File: config.mk
export PLATFORM = sky130hd
export DESIGN_NAME = sorted_list_engine
export DESIGN_NICKNAME = d
export VERILOG_FILES = /design/src/rtl/sle_pkg.sv /design/src/rtl/sle_cell.sv /design/src/rtl/sorted_list_engine.sv
export VERILOG_INCLUDE_DIRS = /design/src /design/src/rtl
export SDC_FILE = /design/constraint.sdc
export NUM_CORES = 2
export LEC_CHECK = 0
export BUFFER_PORTS_ARGS = -buffer_cell sky130_fd_sc_hd__buf_2
export CORE_ASPECT_RATIO = 1.2
export CORE_MARGIN = 8
export CORE_UTILIZATION = 30
export DETAILED_ROUTE_END_ITERATION = 6
export GPL_TIMING_DRIVEN = 0
export PLACE_DENSITY = 0.5
export SLEW_MARGIN = 0
export SYNTH_ARGS = -nofsm -noshare
export SYNTH_HDL_FRONTEND = slang
export SYNTH_SLANG_ARGS = --single-unit
File: constraint.sdc
create_clock -name clk -period 9.05 [get_ports clk]
set_input_delay 1.3575 -clock clk [delete_from_list [all_inputs] [get_ports clk]]
set_output_delay 1.3575 -clock clk [all_outputs]
set_load 0.02 [all_outputs]
File: src/rtl/assert_macros.svh
// Assertion macros shared by the RTL of the sorted list engine.
// Depends on nothing; users must have clk and rst in scope.
`ifndef ASSERT_MACROS_SVH
`define ASSERT_MACROS_SVH

// Concurrent check on the rising clock edge, disabled while reset is high.
`define SLE_ASSERT(label, prop, msg) \
  label: assert property (@(posedge clk) disable iff (rst) prop) else $error(msg);

// Concurrent check that also holds during reset.
`define SLE_ASSERT_ALWAYS(label, prop, msg) \
  label: assert property (@(posedge clk) prop) else $error(msg);

`endif

File: src/rtl/sle_pkg.sv
// Package for the sorted list engine: word types, operation and status codes.
// Depends on nothing.
package sle_pkg;

  localparam int VAL_W = 32;
  localparam int IDX_W = 8;
  localparam int OUT_CNT_W = 5;

  // Operation codes.
  localparam logic [1:0] ACT_INSERT = 2'd0;
  localparam logic [1:0] ACT_REMOVE = 2'd1;
  localparam logic [1:0] ACT_READ   = 2'd2;

  // Status codes.
  localparam logic [1:0] ST_OK    = 2'd0;
  localparam logic [1:0] ST_EMPTY = 2'd1;
  localparam logic [1:0] ST_RANGE = 2'd2;
  localparam logic [1:0] ST_FULL  = 2'd3;

  // Input word.
  typedef struct packed {
    logic [1:0]              action;
    logic signed [VAL_W-1:0] value;
    logic [IDX_W-1:0]        index;
  } item_t;

  // Output word.
  typedef struct packed {
    logic signed [VAL_W-1:0] read_value;
    logic [1:0]              status;
    logic [OUT_CNT_W-1:0]    entry_count;
  } result_t;

  // Command broadcast to every cell of the row.
  typedef struct packed {
    logic                    insert;
    logic                    remove;
    logic signed [VAL_W-1:0] value;
    logic [IDX_W-1:0]        index;
  } sle_cmd_t;

endpackage

File: src/rtl/sle_cell.sv
// One storage cell of the sorted row: holds one entry and shifts with its neighbors.
// Depends on sle_pkg.
module sle_cell #(
  parameter int POS   = 0,
  parameter int CNT_W = 5
) (
  input  logic                            clk,
  input  sle_pkg::sle_cmd_t               cmd,
  input  logic [CNT_W-1:0]                count,
  input  logic                            lt_left,
  input  logic signed [sle_pkg::VAL_W-1:0] left_entry,
  input  logic signed [sle_pkg::VAL_W-1:0] right_entry,
  output logic signed [sle_pkg::VAL_W-1:0] entry,
  output logic                            lt
);
  import sle_pkg::*;

  logic signed [VAL_W-1:0] entry_next;
  logic                    occupied;
  logic                    at_or_past;

  // The cell is occupied when its position lies below the count.
  assign occupied   = CNT_W'(POS) < count;
  assign at_or_past = (IDX_W + 1)'(POS) >= {1'b0, cmd.index};

  // Occupied entries smaller than the new value form a prefix of the row.
  assign lt = occupied && (entry < cmd.value);

  // Insert keeps smaller entries, drops the value at the boundary and shifts
  // the rest right; remove shifts everything at or past the index left.
  always_comb begin
    entry_next = entry;
    if (cmd.insert) begin
      if (!lt) begin
        entry_next = lt_left ? cmd.value : left_entry;
      end
    end else if (cmd.remove && at_or_past) begin
      entry_next = right_entry;
    end
  end

  always_ff @(posedge clk) begin
    entry <= entry_next;
  end

endmodule

File: src/rtl/sorted_list_engine.sv
// Sorted list engine: a row of CAPACITY cells keeps signed words in ascending order.
// Each accepted word gives its result word in the next cycle, from the result register;
// throughput is one word per cycle while results are taken, since the whole row shifts at once.
// A held result stalls the input until it is taken.
// Reset clears the entry count and the result valid; cell contents stay undefined.
// Depends on sle_pkg, sle_cell and assert_macros.svh.
`include "assert_macros.svh"

module sorted_list_engine #(
  parameter int CAPACITY = 16
) (
  input  logic             clk,
  input  logic             rst,
  input  logic             cmd_valid,
  output logic             cmd_stall,
  input  sle_pkg::item_t   cmd,
  output logic             rsp_valid,
  input  logic             rsp_stall,
  output sle_pkg::result_t rsp
);
  import sle_pkg::*;

  localparam int CNT_W = $clog2(CAPACITY + 1);
  localparam int CMP_W = (CNT_W > IDX_W) ? CNT_W : IDX_W;

  logic [CNT_W-1:0]        count;
  logic [CNT_W-1:0]        count_next;
  logic                    fire;
  logic                    in_range;
  logic                    full;
  logic [1:0]              status;
  logic signed [VAL_W-1:0] rd_data;
  sle_cmd_t                cell_cmd;

  logic signed [VAL_W-1:0] entry [CAPACITY];
  logic                    lt    [CAPACITY];

  // The output register parts the two sides; input waits only on a held result.
  assign cmd_stall = rsp_valid && rsp_stall;
  assign fire      = cmd_valid && !cmd_stall;
  assign in_range  = CMP_W'(cmd.index) < CMP_W'(count);
  assign full      = count == CNT_W'(CAPACITY);

  // Decode the operation into a status, a new count and a cell command.
  always_comb begin
    status          = ST_OK;
    count_next      = count;
    cell_cmd.insert = 1'b0;
    cell_cmd.remove = 1'b0;
    cell_cmd.value  = cmd.value;
    cell_cmd.index  = cmd.index;
    unique case (cmd.action)
      ACT_INSERT: begin
        if (full) begin
          status = ST_FULL;
        end else begin
          cell_cmd.insert = fire;
          count_next      = count + CNT_W'(1);
        end
      end
      ACT_REMOVE: begin
        if (count == '0) begin
          status = ST_EMPTY;
        end else if (!in_range) begin
          status = ST_RANGE;
        end else begin
          cell_cmd.remove = fire;
          count_next      = count - CNT_W'(1);
        end
      end
      ACT_READ: begin
        if (!in_range) begin
          status = ST_RANGE;
        end
      end
      default: begin
        status = ST_OK;
      end
    endcase
  end

  // Read mux over the cell outputs.
  always_comb begin
    rd_data = '0;
    for (int i = 0; i < CAPACITY; i++) begin
      if (CMP_W'(i) == CMP_W'(cmd.index)) begin
        rd_data = entry[i];
      end
    end
  end

  // Row of cells, each wired to its left and right neighbor; an end cell uses its own entry where it has none.
  for (genvar g = 0; g < CAPACITY; g++) begin : g_cell
    logic                    lt_left;
    logic signed [VAL_W-1:0] left_entry;
    logic signed [VAL_W-1:0] right_entry;

    if (g == 0) begin : g_first
      assign lt_left    = 1'b1;
      assign left_entry = entry[g];
    end else begin : g_inner
      assign lt_left    = lt[g-1];
      assign left_entry = entry[g-1];
    end

    if (g == CAPACITY - 1) begin : g_last
      assign right_entry = entry[g];
    end else begin : g_body
      assign right_entry = entry[g+1];
    end

    sle_cell #(
      .POS   (g),
      .CNT_W (CNT_W)
    ) u_cell (
      .clk         (clk),
      .cmd         (cell_cmd),
      .count       (count),
      .lt_left     (lt_left),
      .left_entry  (left_entry),
      .right_entry (right_entry),
      .entry       (entry[g]),
      .lt          (lt[g])
    );
  end

  // Entry count.
  always_ff @(posedge clk) begin
    if (rst) begin
      count <= '0;
    end else if (fire) begin
      count <= count_next;
    end
  end

  // Result register.
  always_ff @(posedge clk) begin
    if (rst) begin
      rsp_valid <= 1'b0;
    end else if (fire) begin
      rsp_valid <= 1'b1;
    end else if (!rsp_stall) begin
      rsp_valid <= 1'b0;
    end
  end

  always_ff @(posedge clk) begin
    if (fire) begin
      rsp.read_value  <= (cmd.action == ACT_READ && in_range) ? rd_data : '0;
      rsp.status      <= status;
      rsp.entry_count <= OUT_CNT_W'(count_next);
    end
  end

  // Reset empties the store and drops any pending result word.
  `SLE_ASSERT_ALWAYS(a_reset_clears, rst |=> count == '0 && !rsp_valid, "reset did not clear")
  // The count never exceeds the row length.
  `SLE_ASSERT(a_count_bound, count <= CNT_W'(CAPACITY), "entry count exceeds capacity")
  // An accepted insert into a store that is not full grows the count by one.
  `SLE_ASSERT(a_insert_grows, cell_cmd.insert |=> count == $past(count) + CNT_W'(1), "count not grown")
  // A full status is only shown while the store is full.
  `SLE_ASSERT(a_full_status, rsp_valid && rsp.status == ST_FULL |-> full, "full status with room left")
  // An empty status is only shown while the store is empty.
  `SLE_ASSERT(a_empty_status, rsp_valid && rsp.status == ST_EMPTY |-> count == '0, "empty status with entries stored")

endmodule

==> flow_metrics.py <==
metrics = {
    "clock_network": {
        "cts_root_buf": "clkbuf_16",
        "cts_tree": "done",
        "cts_num_sinks": 557,
        "clockBufferDepth": 3,
        "cts_buffers": 70,
        "cts_resized": 0,
        "clock_latency_ps": 680,
        "htreeDepth": 3,
        "cts_setup_buffers": 0,
        "clk_pin_slew_ps": 50,
        "cts_hold_buf": 0,
    },
    "logic_synthesis": {
        "synth_flop_cell": "edfxtp_1",
        "ys_warn_count": 0,
        "yosys.area.top_type": "edfxtp_1",
        "yosysTopAreaCellShare_pct": 39.11,
        "ys_seq_elements": 557,
        "synthDistinctLibCells": 81,
        "synthTopCellsByArea": "edfxtp_1 (39%), ha_1 (15%), mux2i_1 (11%), o21ai_0 (6.5%), nand2_1 (5.1%)",
        "synth-async-reset-ratio_pct": 0,
        "syn_inst": 4266,
        "synth_common_cells": "nand2_1 (572), edfxtp_1 (551), o21ai_0 (548)",
        "synth-edff-count": 551,
        "synth_nets": 4815,
        "synth.most_common_cell": "nand2_1",
        "ys_seq_area_share_pct": 39.40,
        "netlist_area_um2": 42300,
        "synth.avg_cell_area_um2": 9.916,
    },
    "run_status": {
        "outcome": "finished, violations left",
        "violations": "design-rule violations",
    },
    "floorplan": {
        "fp-row-count": 151,
        "start_util_pct": 30.09,
        "die_w_um": 358.8,
        "dieArea_um2": 153300,
        "pin_count": 87,
        "die_y_um": 427.4,
        "coreArea_um2": 140600,
    },
    "grt": {
        "grt_usage_pct": 25.18,
        "grt.overflow.total": 0,
        "antenna_found_initial": 7,
        "grt_max_degree": 43,
        "met3_usage_pct": 2.988,
        "top_usage_layer": "met2",
        "grt_first_pass_wirelength_um": 277700,
        "globalRouteMet1Util_pct": 30.76,
        "grt_pass1_vias": 37078,
        "use_met2_pct": 41.68,
    },
    "power": {
        "power.share.clock_pct": 39.5,
        "p_leak_nw": 19.93,
        "combPwrFrac_pct": 17.2,
        "sw_frac_of_total_pct": 30.58,
        "power.density_nw_per_um2": 147.3,
        "ir_drop_mv": 0.1248,
        "power_frac_seq_pct": 43.3,
        "p_total_w": 0.007032,
        "cell_internal_pwr_w": 0.004881,
        "switchingPower_w": 0.002151,
    },
    "placed_design": {
        "place_ws_ps": 1195,
        "place_area_um2": 45620,
        "place_hpwl_um": 159000,
        "gp_congestion": 0.9794,
        "numPortBuffers": 85,
    },
    "setup_path": {
        "required_ps": 9460,
        "slowest_delay_ps": 830,
        "slowest_stage": "a221oi_1",
        "start_kind": "input port",
        "crit_fanout": 18,
        "worstPathCellList": "buf_2 > clkbuf_1 > inv_1 > ha_1 > a21oi_1 > o21ai_0 > a221oi_1 > o311ai_0 > a21oi_1 > mux2i_1 > nand2_2 > buf_2 > nand2_1 > o21ai_4 > buf_16",
        "crit_type": "input port to flip-flop",
        "end_kind": "flip-flop",
        "worstPathArrival_ps": 7610,
    },
    "timing": {
        "timing.final.crit_share_pct": 79.56,
        "clock_skew_ps": 24.31,
        "rsz0062_at_grt": "false",
        "worstMarginPinSlew_ps": 1483,
        "fin_ws_ps": 1850,
        "slew_viol_final": 0,
        "setup_viol": 0,
        "hold_viol": 0,
        "fmax_mhz": 138.9,
        "maxSlewHeadroom_pct": 1.143,
        "period_needed_ps": 7200,
    },
    "detailed_routing": {
        "via_per_inst": 5.965,
        "drt_pre_antenna_iters": 7,
        "ant_nets": 0,
        "dr.first_iter.drc_count": 4447,
        "wire_per_inst_um": 31.39,
        "wirelength_um": 198700,
        "route.detailed.drc": 6,
        "vias": 37750,
    },
    "cells_and_area": {
        "drive_gt1_share_pct": 7.930,
        "final_area_um2": 47750,
        "fillCellCount": 14560,
        "area_growth_pct": 12.87,
        "fin_nets": 4990,
    },
    "worst_hold_path": {
        "hold_path.class": "flip-flop to flip-flop",
    },
    "run": {
        "drv_cap": 0,
    },
}
-- stage by stage --
step	setup TNS [ps]	instances	hold slack [ps]	util (%)
after floorplan	0	4266	549.4	-
after global placement	-194100	6187	560.3	32.03
after detailed placement	0	6204	574.8	32.46
after CTS	0	6324	584.3	33.95
after global routing	0	6328	633.7	33.97
final	0	6329	589.5	33.97
-- power by group through the flow --
stage	Clock, W	Sequential [W]	Combinational (W)
global route	0.00290	0.00305	0.00130
global placement	0	0.00311	0.00114
finish	0.00278	0.00305	0.00121
CTS	0.00281	0.00304	0.00119
detailed placement	0	0.00310	0.00118
floorplan	0	0.00306	0.000708
-- state kept, by name (all words and copies together), names as in the netlist --
name and count:
count 5, rsp 39, g_cell.u_cell.entry 512, rsp_valid 1
-- logic make-up (layout without fill, tap and decap cells) --
group	after synthesis	count (layout)	synth area share, %
AOI/OAI and AO/OA	1287	1287	18.44
and+or+nand+nor	1076	1076	11.08
DFF	557	557	39.40
muxes	515	515	12.87
adders and majority gates	503	503	14.88
buffers and inverters	323	546	3.233
xor gates and xnor gates	5	5	0.1035
other	0	4	0
-- worst max-delay path: cells and delay by family --
family                   cells  cell delay, ps
adder cells (fa/ha/maj)      1             530
AO/OA/AOI/OAI                6            2210
buffers and inverters        5            2340
multiplexers                 1             600
AND/OR/NAND/NOR              2             480
-- path summary, 6_finish.rpt --
path         startpoint                         to  slack (ps)  depth (start not counted)
max             cmd[27]  g_cell[0].u_cell.entry[6]        1850                         15
min           rsp_valid                  rsp_valid         590                          4
max reg2reg    count[0]  g_cell[5].u_cell.entry[4]        3520                         13
min reg2reg   rsp_valid                  rsp_valid         590                          4
-- cells in the final DEF (no fill, tap or decap), drive strengths merged, types with 6 or more instances in the layout --
cell,instances
nand2b,32
a21oi,227
mux2,37
a2111oi,12
mux4,18
nor2,228
and2,7
o21ai,589
a221oi,42
nor3b,7
a222oi,10
nand3,58
a21o,116
o21a,14
nor3,32
nor4,14
o2111ai,18
o211ai,33
mux2i,460
edfxtp,551
a22o,9
o221ai,17
a211oi,34
clkbuf,274
and3,16
clkinv,29
inv,56
buf,184
ha,503
a31oi,44
nor2b,19
o22ai,19
and4,11
nand2,573
nand4,63
dfxtp,6
a22oi,60
-- area by class of cell --
cell class / count / area [µm²] / share of cell area [%]
inverter: 55 / 207.7 / 0.4350
timing repair buffer: 103 / 884.6 / 1.853
tap: 1836 / 2297 / 4.811
antenna: 4 / 10.01 / 0.02096
clock buffer: 87 / 1858 / 3.891
buffer: 268 / 1161 / 2.432
clock inverter: 33 / 246.5 / 0.5162
multi-input combinational: 3386 / 24420 / 51.14
sequential: 557 / 16670 / 34.90
-- routing by layer --
metal	share of wire, %	routed length, µm
met1	38	76440
met5	0.013	26
met2	47	93040
met4	7.6	15110
met3	7.1	14060
Note: power is estimated with default switching activity, not from simulation.
